==> src/rtl/cbm_pkg.sv <==
package cbm_pkg;

  localparam int unsigned RamBanks    = 4;
  localparam int unsigned MaxRomBanks = 512;

  localparam int unsigned CfgIndexW = 2;
  localparam int unsigned CfgDataW  = 4;

  typedef enum logic [2:0] {
    MapNone = 3'd0,
    MapMbc1 = 3'd1,
    MapMbc2 = 3'd2,
    MapMbc3 = 3'd3,
    MapMbc5 = 3'd4
  } map_kind_e;

  typedef enum logic [1:0] {
    TgtNone = 2'd0,
    TgtRom  = 2'd1,
    TgtRam  = 2'd2
  } target_e;

  typedef enum logic [CfgIndexW-1:0] {
    CfgMapperKind   = 2'd0,
    CfgRomBankCount = 2'd1
  } cfg_index_e;

  typedef struct packed {
    logic [8:0] rom_bank;
    logic [3:0] ram_bank;
    logic       ram_on;
    logic       mode;
  } bank_state_t;

  typedef struct packed {
    target_e     target;
    logic [22:0] rom_address;
    logic [14:0] ram_address;
    logic        ram_write;
  } result_t;

endpackage

==> src/rtl/cartridge_bank_mapper.sv <==
// Cartridge bank mapper for a handheld console bus with MBC1, MBC2, MBC3
// and MBC5 style controllers.
// The input channel carries one bus access per beat (command, address and
// write data) under in_valid_i and in_stall_o. The output channel carries
// one result per beat (target, ROM address, RAM address and RAM write
// strobe) under out_valid_o and out_stall_i. Every access gives exactly
// one result, register writes included.
// The configuration channel writes the controller kind (index 0) and the
// log2 of the ROM bank count (index 1); it is always ready and should only
// be used while no access is in flight.
// An access goes through an input register and a result register, and a
// new access can be accepted in every cycle while the receiver does not
// stall. Bank registers are updated as an access leaves the input register,
// so the next access already sees the new banks.
// When the receiver stalls, the result register holds its beat, the input
// register keeps one more access, and then in_stall_o is raised.
// Reset selects no controller, two ROM banks, ROM bank 1, RAM bank 0, RAM
// disabled and ROM banking mode, and empties both registers.
module cartridge_bank_mapper (
  input  logic                          clk_i,
  input  logic                          rst_ni,
  input  logic                          cfg_valid_i,
  output logic                          cfg_ready_o,
  input  logic [cbm_pkg::CfgIndexW-1:0] cfg_index_i,
  input  logic [cbm_pkg::CfgDataW-1:0]  cfg_data_i,
  input  logic                          in_valid_i,
  output logic                          in_stall_o,
  input  logic                          command_i,
  input  logic [15:0]                   address_i,
  input  logic [7:0]                    write_data_i,
  output logic                          out_valid_o,
  input  logic                          out_stall_i,
  output logic [1:0]                    target_o,
  output logic [22:0]                   rom_address_o,
  output logic [14:0]                   ram_address_o,
  output logic                          ram_write_o
);

  logic [2:0]           mapper_kind_q;
  logic [3:0]           rom_log2_q;
  cbm_pkg::bank_state_t state_q, state_d;
  cbm_pkg::result_t     result_d, result_q;

  logic        in_valid_q;
  logic        command_q;
  logic [15:0] address_q;
  logic [7:0]  write_data_q;
  logic        out_valid_q;
  logic        out_load;
  logic        in_move;
  logic        in_take;

  assign cfg_ready_o = 1'b1;
  assign out_load    = !out_valid_q || !out_stall_i;
  assign in_move     = in_valid_q && out_load;
  assign in_stall_o  = in_valid_q && !out_load;
  assign in_take     = in_valid_i && !in_stall_o;

  cbm_xlate u_xlate (
    .mapper_kind_i        (mapper_kind_q),
    .rom_bank_count_log2_i(rom_log2_q),
    .state_i              (state_q),
    .command_i            (command_q),
    .address_i            (address_q),
    .write_data_i         (write_data_q),
    .state_o              (state_d),
    .result_o             (result_d)
  );

  always_ff @(posedge clk_i or negedge rst_ni) begin
    if (!rst_ni) begin
      mapper_kind_q <= cbm_pkg::MapNone;
      rom_log2_q    <= 4'd1;
    end else if (cfg_valid_i && cfg_ready_o) begin
      case (cfg_index_i)
        cbm_pkg::CfgMapperKind:   mapper_kind_q <= cfg_data_i[2:0];
        cbm_pkg::CfgRomBankCount: rom_log2_q    <= cfg_data_i[3:0];
        default: ;
      endcase
    end
  end

  always_ff @(posedge clk_i or negedge rst_ni) begin
    if (!rst_ni) begin
      state_q     <= '{rom_bank: 9'd1, ram_bank: 4'd0, ram_on: 1'b0, mode: 1'b0};
      in_valid_q  <= 1'b0;
      out_valid_q <= 1'b0;
    end else begin
      if (in_move) begin
        state_q <= state_d;
      end
      if (in_take) begin
        in_valid_q <= 1'b1;
      end else if (in_move) begin
        in_valid_q <= 1'b0;
      end
      if (out_load) begin
        out_valid_q <= in_valid_q;
      end
    end
  end

  always_ff @(posedge clk_i) begin
    if (in_take) begin
      command_q    <= command_i;
      address_q    <= address_i;
      write_data_q <= write_data_i;
    end
    if (in_move) begin
      result_q <= result_d;
    end
  end

  assign out_valid_o   = out_valid_q;
  assign target_o      = result_q.target;
  assign rom_address_o = result_q.rom_address;
  assign ram_address_o = result_q.ram_address;
  assign ram_write_o   = result_q.ram_write;

  a_none_zero: assert property (@(posedge clk_i) disable iff (!rst_ni)
    out_valid_o && (target_o == cbm_pkg::TgtNone) |->
      (rom_address_o == 23'd0) && (ram_address_o == 15'd0) && !ram_write_o)
    else $error("idle target carries an address");

  a_write_is_ram: assert property (@(posedge clk_i) disable iff (!rst_ni)
    out_valid_o && ram_write_o |-> (target_o == cbm_pkg::TgtRam))
    else $error("RAM write strobe outside RAM target");

  a_rom_no_ram: assert property (@(posedge clk_i) disable iff (!rst_ni)
    out_valid_o && (target_o == cbm_pkg::TgtRom) |-> (ram_address_o == 15'd0))
    else $error("ROM result carries a RAM address");

  a_no_overrun: assert property (@(posedge clk_i) disable iff (!rst_ni)
    in_take |-> (!in_valid_q || in_move))
    else $error("input register overwritten");

  a_state_stable: assert property (@(posedge clk_i) disable iff (!rst_ni)
    !$past(in_move) |-> $stable(state_q))
    else $error("bank state changed without an access");

endmodule

==> src/rtl/cbm_xlate.sv <==
module cbm_xlate (
  input  logic [2:0]          mapper_kind_i,
  input  logic [3:0]          rom_bank_count_log2_i,
  input  cbm_pkg::bank_state_t state_i,
  input  logic                command_i,
  input  logic [15:0]         address_i,
  input  logic [7:0]          write_data_i,
  output cbm_pkg::bank_state_t state_o,
  output cbm_pkg::result_t    result_o
);

  logic [3:0] wrap_tbl [16];

  for (genvar v = 0; v < 16; v++) begin : g_wrap
    localparam logic [3:0] WrapV = 4'(v % cbm_pkg::RamBanks);
    assign wrap_tbl[v] = WrapV;
  end

  logic [3:0] lg_sat;
  logic [9:0] bank_cnt;
  logic [8:0] rom_mask;
  logic [8:0] rom_bank_eff;
  logic [3:0] ram_bank_eff;
  logic [1:0] region;
  logic       enable_val;
  logic [4:0] lo5;
  logic [3:0] lo4;
  logic [6:0] lo7;

  always_comb begin
    lg_sat   = (rom_bank_count_log2_i > 4'd9) ? 4'd9 : rom_bank_count_log2_i;
    bank_cnt = 10'd1 << lg_sat;
    if (bank_cnt > 10'(cbm_pkg::MaxRomBanks)) begin
      bank_cnt = 10'(cbm_pkg::MaxRomBanks);
    end
    rom_mask     = 9'(bank_cnt - 10'd1);
    rom_bank_eff = state_i.rom_bank & rom_mask;
    ram_bank_eff = wrap_tbl[state_i.ram_bank];
    region       = address_i[14:13];
    enable_val   = (write_data_i[3:0] == 4'ha);
    lo5 = (write_data_i[4:0] == 5'd0) ? 5'd1 : write_data_i[4:0];
    lo4 = (write_data_i[3:0] == 4'd0) ? 4'd1 : write_data_i[3:0];
    lo7 = (write_data_i[6:0] == 7'd0) ? 7'd1 : write_data_i[6:0];
  end

  always_comb begin
    state_o  = state_i;
    result_o = '{target: cbm_pkg::TgtNone, rom_address: '0, ram_address: '0,
                 ram_write: 1'b0};
    if (!address_i[15]) begin
      if (command_i) begin
        case (mapper_kind_i)
          cbm_pkg::MapMbc1: begin
            case (region)
              2'd0: state_o.ram_on = enable_val;
              2'd1: state_o.rom_bank = {1'b0, state_i.rom_bank[7:5], lo5};
              2'd2: begin
                if (!state_i.mode) begin
                  state_o.rom_bank = {2'b00, write_data_i[1:0], state_i.rom_bank[4:0]};
                end else begin
                  state_o.ram_bank = {2'b00, write_data_i[1:0]};
                end
              end
              default: begin
                state_o.mode = write_data_i[0];
                if (!write_data_i[0]) begin
                  state_o.ram_bank = 4'd0;
                end else begin
                  state_o.rom_bank = {4'd0, state_i.rom_bank[4:0]};
                end
              end
            endcase
          end
          cbm_pkg::MapMbc2: begin
            if (!address_i[14]) begin
              if (!address_i[8]) begin
                state_o.ram_on = enable_val;
              end else begin
                state_o.rom_bank = {5'd0, lo4};
              end
            end
          end
          cbm_pkg::MapMbc3: begin
            case (region)
              2'd0: state_o.ram_on = enable_val;
              2'd1: state_o.rom_bank = {2'b00, lo7};
              2'd2: begin
                if (write_data_i < 8'd8) begin
                  state_o.ram_bank = write_data_i[3:0];
                end
              end
              default: ;
            endcase
          end
          cbm_pkg::MapMbc5: begin
            case (region)
              2'd0: state_o.ram_on = enable_val;
              2'd1: begin
                if (!address_i[12]) begin
                  state_o.rom_bank = {state_i.rom_bank[8], write_data_i};
                end else begin
                  state_o.rom_bank = {write_data_i[0], state_i.rom_bank[7:0]};
                end
              end
              2'd2: state_o.ram_bank = write_data_i[3:0];
              default: ;
            endcase
          end
          default: ;
        endcase
      end else begin
        result_o.target = cbm_pkg::TgtRom;
        if (!address_i[14]) begin
          result_o.rom_address = {9'd0, address_i[13:0]};
        end else begin
          result_o.rom_address = {rom_bank_eff, address_i[13:0]};
        end
      end
    end else if (address_i[15:13] == 3'b101) begin
      result_o.target      = cbm_pkg::TgtRam;
      result_o.ram_address = {ram_bank_eff[1:0], address_i[12:0]};
      result_o.ram_write   = command_i & state_i.ram_on;
    end
  end

endmodule
==> config.mk <==
export PLATFORM = sky130hd
export DESIGN_NAME = cartridge_bank_mapper
export DESIGN_NICKNAME = d
export VERILOG_FILES = /design/src/rtl/cbm_pkg.sv /design/src/rtl/cartridge_bank_mapper.sv /design/src/rtl/cbm_xlate.sv
export SDC_FILE = /design/constraint.sdc
export NUM_CORES = 1
export LEC_CHECK = 0
export BUFFER_PORTS_ARGS = -buffer_cell sky130_fd_sc_hd__clkbuf_2
export CAP_MARGIN = 20
export CORE_MARGIN = 2
export CORE_UTILIZATION = 30
export DETAILED_ROUTE_END_ITERATION = 7
export SYNTH_ARGS = -nofsm -noshare
export SYNTH_HDL_FRONTEND = slang
export SYNTH_SLANG_ARGS = --single-unit
==> constraint.sdc <==
create_clock -name clk_i -period 6.25 [get_ports clk_i]
set_clock_uncertainty 0.05 [all_clocks]
set_input_delay 0 -clock clk_i [delete_from_list [all_inputs] [get_ports clk_i]]
set_output_delay 0 -clock clk_i [all_outputs]
set_load 0.03 [all_outputs]
---- Word-level counts from Yosys, hierarchy flattened ----
Memory sizes are Yosys's and may differ from the RTL's. A register that Yosys moved wholly into a read port is not among the register bits.
Cells that the tools add are included.
storage, ports and cells
  register bits ........................... 90
  memory bits (read-only) ................. 64
  output and inout bits ................... 44
  word-level logic and storage cells ...... 126
  memories ................................ 1
operators by class
  add/subtract/negate cells ............... 1
  $lt $le $gt $ge ......................... 4
  eq/ne operators ......................... 30
  shift operators ......................... 1
  mux-type cells .......................... 33
  bitwise logic cells ..................... 6
  reduce and logical (&&, ||, !) cells .... 32
memory list
  name              words  bits a word  read ports  clocked after Yosys merged registers in  write ports  RTL line         RTL
  (name not given)  16     4            1           1                                        0            cbm_xlate.sv:38  ram_bank_eff = wrap_tbl[state_i.ram_bank];
operators with widths
  cell                                                 number
  two-way mux 9 bit                                    8
  case mux 9 bit (4 select lines)                      1
  two-way mux 4 bit                                    7
  inequality test 2 bit, second input constant         14
  case mux 9 bit (3 select lines)                      1
  two-way mux 24 bit                                   1
  AND reduction 12 bit                                 2
  two-way mux 23 bit                                   1
  AND reduction 13 bit                                 1
  inequality test 3 bit, second input constant         4
  case mux 4 bit (3 select lines)                      1
  > comparator 10 bit, second input constant           1
  AND reduction 10 bit                                 1
  << shifter 1 x 4 -> 10 bit, first input constant     1
  bitwise AND 9 bit                                    1
  OR reduction 3 bit                                   3
  subtractor 9 x 1 -> 9 bit, second input constant     1
  < comparator 8 x 4 -> 1 bit, second input constant   1
  two-way mux 2 bit                                    4
  case mux 4 bit (2 select lines)                      1
  zero test 7 bit                                      1
  two-way mux 7 bit                                    1
  AND reduction 7 bit                                  1
  equality test 3 x 2 -> 1 bit, second input constant  2
  27 further kinds                                     47

---- Logic depth before layout (Yosys ltp) ----
Gate-level depths: netlist of the first run.
  word-level depth ........................ 10
  gate-level depth with buffers ........... 7
  depth with buffers taken out ............ 7

---- By module ----
From an unflattened synthesis of the first run, not the netlist that was laid out.
unflattened totals
  cells, all modules ...................... 307
  area, all modules ....................... 4172.8 um2
modules (own cells, without submodules)
  module                 times used  cells each  area each (um2)  seq. area each (um2)
  cartridge_bank_mapper  1           123         2961.6           2585.0
  cbm_xlate              1           184         1211.2           0.0

---- Least setup slack after synthesis of the first run ----
OpenSTA, ideal clock, no wires.
  path kind ............................... register -> register
  start ................................... register out_valid_q, in the netlist out_valid_o
  end ..................................... register state_q[7] in the netlist's numbering
  library setup time ...................... 0.125 ns
  arrival ................................. 3.059 ns
  data required time ...................... 6.075 ns
  slack ................................... 3.017 ns
  stages on the path, launching flop included .. 5
  path buffers ............................ 0
  cells stage by stage .................... dfrtp_1 a21boi_2 o2111ai_2 a211oi_2 mux2_2
between the ends
  longest elaborated chain between the ends .. 4
RTL lines
  element                         RTL line                     RTL
  start: declaration              cartridge_bank_mapper.sv:48  logic out_valid_q;
  start signal: assignment        cartridge_bank_mapper.sv:98  out_valid_q <= in_valid_q;
  zero test 1 bit                 cartridge_bank_mapper.sv:54  assign out_load = !out_valid_q || !out_stall_i;
  logical OR 1 bit                cartridge_bank_mapper.sv:54
  logical AND 1 bit               cartridge_bank_mapper.sv:55  assign in_move = in_valid_q && out_load;
  named net in_move               cartridge_bank_mapper.sv:50  logic in_move;
  AND reduction 12 bit (no line)  n/a
  end signal: assignment          cartridge_bank_mapper.sv:85  state_q <= '{rom_bank: 9'd1, ram_bank: 4'd0, ram_on: 1'b0, mode: 1'b0};
  end signal: assignment          cartridge_bank_mapper.sv:90  state_q <= state_d;
  end: declaration                cartridge_bank_mapper.sv:41  cbm_pkg::bank_state_t state_q, state_d;
The timed path passes the listed nets, and every way through them passes these cells.
A chain may end at the register's enable or synchronous reset.

---- Final worst setup path of the first run ----
  start ................................... register address_q[14]
  end ..................................... register state_q[11] in the netlist's numbering
between the ends
  longest elaborated chain between the ends .. 3
  elaborated cells between the ends (all ways) .. 13
RTL lines
  element                                                                  RTL line                      RTL
  start: declaration                                                       cartridge_bank_mapper.sv:46   logic [15:0] address_q;
  start signal: assignment                                                 cartridge_bank_mapper.sv:106  address_q <= address_i;
  equality test 2 bit (tied with other cells)                              cbm_xlate.sv:54               case (region)
  case mux 9 bit (3 select lines) (tied with other cells)                  cbm_xlate.sv:54
  case mux 9 bit (4 select lines) or AND reduction 13 bit (tied branches)  n/a
Parallel ways exist; a longest one is shown, timed or not.

==> summary.txt, run 1 <==
Static Leak: 2.094 nW
Die W: 117.0 µm
Yosys warnings: 0
CTS resizes: 0
P_int: 1.130 mW
Post-DRT Antenna Nets: 0
Core area: 0.01257 mm²
Mapped Area: 0.003831 mm²
Overflow after GRT: 0
Total nets after synthesis: 316
Hold Fails Final Rpt: 0
Net Sw Power: 0.4304 mW
Routability cong.: 0.8171
Crit Path Class: reg -> reg
Worst Slack Setup Final: 3.496 ns
DRC errors left: 0
Die ar.: 0.01369 mm²
Max Freq: 363.2 MHz
Netlist cell types: 51
Max Buffers Root-to-Sink: 2
Layout Nets: 431
Post-CTS Setup Bufs: 0
Final TNS setup: 0 ns
Total CTS buffers: 9
Worst vdd ir: 0.1116 mV
DP Cell Count: 515
Clock transition at path regs: 0.06 ns
Status: finished clean
Clock Power Share: 0.342
Required @ worst endpoint: 6.42 ns
Initial drt markers: 195
Initial antenna violation count: 0
Most frequent cells in the layout: 78 x clkbuf_2, 66 x edfxtp_1, 35 x dlygate4sd3_1
Final Slew Violations: 0
CTS tree: built
Crit path DAT: 2.92 ns
Crit end category: flop
Flops & latches, synth: 88
Startpoint Class: flop
Total global-route track usage: 0.1291
Drt wl/cell: 14.72 µm
CTS sink count: 88
Total power: 1.560 mW
Drt via density: 4.559
Placed Area: 0.004400 mm²
Async SR Flop Fraction: 0.2500
# hold bufs at CTS: 35
Port buffer count: 78
Root Buffer: clkbuf_16
Power Dens Cells: 307.7 mW/mm²
Post-DP HPWL: 5703 µm
Initial Utilization: 0.3048
Tightest Pin Transition: 0.8121 ns
RSZ-0062 raised after global routing: false
Vias in the first global route: 2567
Area growth, synth to finish: 32.33%
Worst slew margin: 0.4566
Period utilisation layout: 0.4406
Setup-failing EPs final: 0
First-pass GRT wire length: 13290 µm
Synth Flop Type: edfxtp_1
Sw Share: 0.2759
Via count: 2585
Layout cells sized above 1: 0.3089
Final core occ: 0.4034
Cell Count, Final, Fillers Out: 567
Sequential area share after synthesis: 0.6617
Seq pwr share: 0.493
HP Class: in -> reg
Largest net degree at the start of global routing: 44
CP max FO: 23
Min Tclk post-route: 2.754 ns
Fin Hold WS: 0.03470 ns
Mean Syn Cell Area: 13.93 µm²
Most common cell after layout, fill and taps aside: clkbuf_2
Design Area, Final: 0.005070 mm²
Clk_lat worst skew: 0.33 ns
Cells after Synth: 275
Final wirelength: 8344 µm
Post-synth EDFFs: 66
Fillers: 1181
MaxCap Viol Count: 0
Combinational Power Share: 0.164
Place WS: 3.493 ns
Antenna cell count: 0
H-tree depth: 3
Pre-antenna DRT Iters: 4
Die Y: 117.0 µm
FP Rows: 41
Boundary Pins: 80
==> final cells by class <==
type                       count  area [µm²]  share of cell area
inverter                      14       52.55             0.01037
timing repair buffer         115       773.2              0.1525
sequential                    88        2535              0.5000
multi-input combinational    162        1200              0.2367
clock inverter                 7       68.82             0.01357
tap                          172       215.2             0.04245
clock buffer                   9       225.2             0.04442
==> final timing paths <==
kind	start	end	slack, ns	depth (start not counted)
max in group asynchronous	rst_ni	in_valid_q	5.62	2
max reg2reg	address_q[14]	state_q[11]	3.50	6
max	address_q[14]	state_q[11]	3.50	6
min in group asynchronous	rst_ni	rom_log2_q[3]	0.14	2
min	cfg_index_i[1]	mapper_kind_q[0]	0.03	3
min reg2reg	state_q[6]	state_q[6]	0.44	2
==> cells by family after synthesis <==
| group | Yosys count | share of synthesized area |
|---|---|---|
| buffers and inverters | 25 | 0.02711 |
| adders and majority gates | 5 | 0.01633 |
| muxes | 18 | 0.05127 |
| other | 1 | 0.0009788 |
| AOI/OAI and AO/OA | 39 | 0.07969 |
| DFF | 88 | 0.6617 |
| xor gates and xnor gates | 1 | 0.002287 |
| and+or+nand+nor | 98 | 0.1607 |
==> worst max-delay path: stages, from the launching register on <==
cell and delay [ns]:
edfxtp_1 0.47, inv_1 0.15, ha_1 0.60, nor4bb_1 0.42, nor4_2 0.13, a2111oi_4 0.42
mux2_2 0.39
==> power groups by stage <==
stage	Sequential, mW	Combinational [mW]	Clock (mW)
2_1_floorplan	0.793	0.146	0
3_3_place_gp	0.778	0.230	0
3_5_place_dp	0.781	0.236	0
4_1_cts	0.769	0.256	0.543
5_1_grt	0.779	0.280	0.575
6_report	0.769	0.256	0.534
==> Yosys cell counts, types with 3 or more instances <==
cell / number / area, µm²
a21o_1: 5 / 37.54
a21oi_1: 6 / 30.03
and2_1: 15 / 93.84
and3_1: 20 / 125.1
clkbuf_1: 7 / 26.28
dfrtp_1: 20 / 500.5
edfxtp_1: 66 / 1982
ha_1: 5 / 62.56
inv_1: 14 / 52.55
mux2_2: 13 / 146.4
mux2i_1: 5 / 50.05
nand2_1: 11 / 41.29
nand2b_1: 5 / 31.28
nand3_1: 3 / 15.01
nor2_1: 4 / 15.01
nor2b_1: 3 / 18.77
nor3_1: 10 / 50.05
nor3b_1: 4 / 30.03
nor4b_1: 3 / 26.28
o21ai_0: 10 / 50.05
or4_1: 4 / 30.03
==> flip-flops by register name, summed over array words and instances, names as in the netlist <==
register and flops:
state_q 13, write_data_q 8, rom_address_o 23, ram_address_o 15, target_o 2, command_q 1
mapper_kind_q 3, out_valid_o 1, ram_write_o 1, address_q 16, rom_log2_q 4, in_valid_q 1
==> layer usage <==
layer | GRT usage | vias up | share of wire
met3 | 0.02935 | 4 | 0.041
met2 | 0.2092 | 58 | 0.49
li1 | - | 1265 | -
met1 | 0.1682 | 1258 | 0.46
met4 | 0.05255 | 0 | 0.0089
met5 | 0 | - | 0
Power figures use the tool's default switching activity.
==> run 2: changes to the inputs <==
--- a/config.mk
+++ b/config.mk
@@ -5,6 +5,7 @@
 export SDC_FILE = /design/constraint.sdc
 export NUM_CORES = 1
 export LEC_CHECK = 0
+export ABC_AREA = 1
 export BUFFER_PORTS_ARGS = -buffer_cell sky130_fd_sc_hd__clkbuf_2
 export CAP_MARGIN = 20
 export CORE_MARGIN = 2
==> constraint.sdc (replaced) <==
create_clock -name clk_i -period 2.82 [get_ports clk_i]
set_clock_uncertainty 0.05 [all_clocks]
set_input_delay 0 -clock clk_i [delete_from_list [all_inputs] [get_ports clk_i]]
set_output_delay 0 -clock clk_i [all_outputs]
set_load 0.03 [all_outputs]
==> run 2 against run 1 <==
Compared with the run above: synthesized area is 5.2% higher; cell count increased by 24%; combinational power grew to 2.7 times the previous value; via count grew 21%; sequential power grew 120%; worst hold slack worse by 0.026 ns; register-to-register slack worse by 2.6 ns; clock power up 140%.
==> summary.txt, run 2 <==
Status: finished clean
Max reg flops: 23 (unchanged)
Post-DRT Antenna Nets: 0 (unchanged)
Top cell type's share of synthesized area: 0.4916 (-0.02569)
Tightest Pin Transition: 0.6650 ns (-0.1470 ns)
CP max FO: 8 (-65%)
Mean Syn Cell Area: 9.905 µm² (-29%)
Initial antenna violation count: 0 (unchanged)
Total global-route track usage: 0.1305 (+0.001487)
Via count: 3120 (+21%)
Worst Slack Setup Final: 0.9154 ns (-2.581 ns)
Flops & latches, synth: 88 (unchanged)
Core area: 0.01319 mm² (+4.9%)
Final core occ: 0.3981 (-0.005263)
Combinational Power Share: 0.189 (+0.025)
Post-synth EDFFs: 66 (unchanged)
Synth Flop Type: edfxtp_1
Hold endpoint: mapper_kind_q[0]
Crit end category: flop
RSZ-0062 raised after global routing: false
Layout Nets: 565 (+31%)
Multi-input logic area: 0.001264 mm² (+5.3%)
Final wirelength: 8993 µm (+7.8%)
Final Slew Violations: 0 (unchanged)
Period utilisation layout: 0.6754 (+0.2348)
MaxCap Viol Count: 0 (unchanged)
Hold Fails Final Rpt: 0 (unchanged)
Most frequent cells in the layout: 98 x nand2_1, 78 x clkbuf_2, 69 x nor2_1
Register-to-Register Path Depth: 9 (+3)
Pre-antenna DRT Iters: 4 (unchanged)
Layout cells sized above 1: 0.2306 (-0.07824)
Most common cell after layout, fill and taps aside: nand2_1
Total nets after synthesis: 448 (+42%)
Vias in the first global route: 3031 (+18%)
Drt via density: 4.426 (-2.9%)
Cells after Synth: 407 (+48%)
Fillers: 1276 (+8.0%)
Total CTS buffers: 9 (unchanged)
Largest net degree at the start of global routing: 42 (-4.5%)
Crit Reg-Reg Endpoint: state_q[12]
Final TNS setup: 0 ns (unchanged)
Die W: 119.9 µm (+2.5%)
Post-CTS Setup Bufs: 0 (unchanged)
Root Buffer: clkbuf_16
Cell taking the most area after synthesis: edfxtp_1
Worst reg2reg path startpoint: address_q[14]
Sequential area share after synthesis: 0.6288 (-0.03286)
CTS tree: built
Antenna cell count: 0 (unchanged)
Most frequent cell after synthesis: nand2_1
Clk_lat worst skew: 0.33 ns (about the same)
Clock Power Share: 0.348 (+0.006)
Boundary Pins: 80 (unchanged)
Crit path DAT: 2.07 ns (-0.85 ns)
Post-DP HPWL: 6565 µm (+15%)
Die ar.: 0.01438 mm² (+5.0%)
Area growth, synth to finish: 30.26%
Port buffer count: 78 (unchanged)
Required @ worst endpoint: 2.99 ns (-3.43 ns)
Die Y: 119.9 µm (+2.5%)
Overflow after GRT: 0 (unchanged)
Max Freq: 525.0 MHz (+45%)
Initial Utilization: 0.3056 (+0.0008063)
Async SR Flop Fraction: 0.2500 (unchanged)
Worst R2R Setup Slack: 0.92 ns (-2.58 ns)
Initial drt markers: 193 (-1.0%)
Place WS: 0.9272 ns (-2.566 ns)
HP Class: in -> reg
Ranking of synthesized cells by area: edfxtp_1 49%, dfrtp_1 12%, nand2_1 9.1%
Drt wl/cell: 12.76 µm (-13%)
Yosys warnings: 0 (unchanged)
Seq pwr share: 0.463 (-0.030)
First-pass GRT wire length: 14770 µm (+11%)
FP Rows: 42 (+2.4%)
DRC errors left: 0 (unchanged)
Worst Setup SP: address_q[14]
Startpoint Class: flop
CTS sink count: 88 (unchanged)
Min Tclk post-route: 1.905 ns (-0.8490 ns)
H-tree depth: 3 (unchanged)
Worst slew margin: 0.5556 (+0.09893)
Netlist cell types: 30 (-41%)
Sw Share: 0.2908 (+0.01495)
Routability cong.: 0.9707 (+19%)
Power Dens Cells: 688.8 mW/mm² (+120%)
Commonest cells post-synth: 98 x nand2_1, 69 x nor2_1, 66 x edfxtp_1
Clock transition at path regs: 0.07 ns (about the same)
Mapped Area: 0.004031 mm² (+5.2%)
Hold Crit Depth: 3 (unchanged)
Setup-failing EPs final: 0 (unchanged)
Net Sw Power: 1.052 mW (+140%)
Crit Path Class: reg -> reg
Register area: 0.002535 mm² (unchanged)
Worst vdd ir: 0.2992 mV (+170%)
HP Start: cfg_valid_i
P_int: 2.565 mW (+130%)
Static Leak: 2.391 nW (+14%)
Max Buffers Root-to-Sink: 2 (unchanged)
-- run 2: cell types whose count changed in the layout (fill, tap and decap cells not counted), sizes merged, moves of 15 or more --
cell and delta:
nand3 +26, nand2 +96, inv +34, nand4 +16
and2 -15, and3 -21, nor2 +75
-- run 2: kinds of logic (layout without fill, tap and decap cells) --
family / Yosys count / count (layout) / synth area share
XOR/XNOR: 1 / 1 / 0.002173
other: 1 / 1 / 0.0009302
flip-flops: 88 / 88 / 0.6288
AND/OR/NAND/NOR: 238 / 238 / 0.2719
AO/OA/AOI/OAI: 17 / 17 / 0.02297
adder cells (fa/ha/maj): 5 / 5 / 0.01552
buffers and inverters: 57 / 179 / 0.05773
-- run 2: worst max-delay path by stage --
stage	endpoint	slack (ns)
after floorplan	address_q[0]	0.84
after global placement	state_q[12]	1.01
after detailed placement	state_q[11]	0.93
after CTS	state_q[12]	0.89
after global routing	state_q[12]	0.68
final	state_q[12]	0.92
-- run 2: power groups by stage --
stage                     registers (mW)  clock network, mW  logic (mW)
final                               1.67               1.26       0.683
after global routing                1.69               1.34       0.761
after CTS                           1.68               1.29       0.691
after detailed placement            1.70                  0       0.654
after global placement              1.70                  0       0.642
after floorplan                     1.80                  0       0.366
-- run 2: what timing repair did --
| item | in CTS | in global routing |
|---|---|---|
| resized for setup | 0 | 0 |
| hold buffers | 32 | 0 |
| hold endpoints to repair | 56 | 0 |
-- run 2: area by class of cell --
class / instances / area share
Multi-Input combinational cell: 262 / 0.2406
Tap cell: 176 / 0.04193
Timing Repair Buffer: 112 / 0.1382
Sequential cell: 88 / 0.4827
Clock buffer: 11 / 0.04432
Inverter: 51 / 0.03645
Clock inverter: 5 / 0.01573
-- run 2: through the flow --
| stage | cells | hold slack [ns] | area (µm²) | power, mW |
|---|---|---|---|---|
| 2_1_floorplan | 407 | -0.3456 | 4031 | 2.161 |
| 3_3_place_gp | 657 | -0.03859 | 4616 | 2.339 |
| 3_5_place_dp | 657 | -0.02450 | 4616 | 2.356 |
| 4_1_cts | 705 | 0.002494 | 5251 | 3.652 |
| 5_1_grt | 705 | 0.02514 | 5251 | 3.793 |
| 6_report | 705 | 0.009093 | 5251 | 3.617 |
-- run 2: worst max-delay path, cell delays in order, from the launching register on --
cell      delay (ns)
edfxtp_1        0.46
inv_1           0.11
ha_1            0.27
inv_1           0.18
nand3_1         0.15
nand3_2         0.12
nor2_4          0.21
nand3_2         0.11
nand2_1         0.08
nand2_1         0.05
-- run 2: layer usage --
metal	vias up	global-route usage	wire, µm
met2	90	0.2145	4260
met4	0	0.05074	157
met5	-	0	0
met1	1452	0.1705	4119
li1	1565	-	-
met3	13	0.02424	456
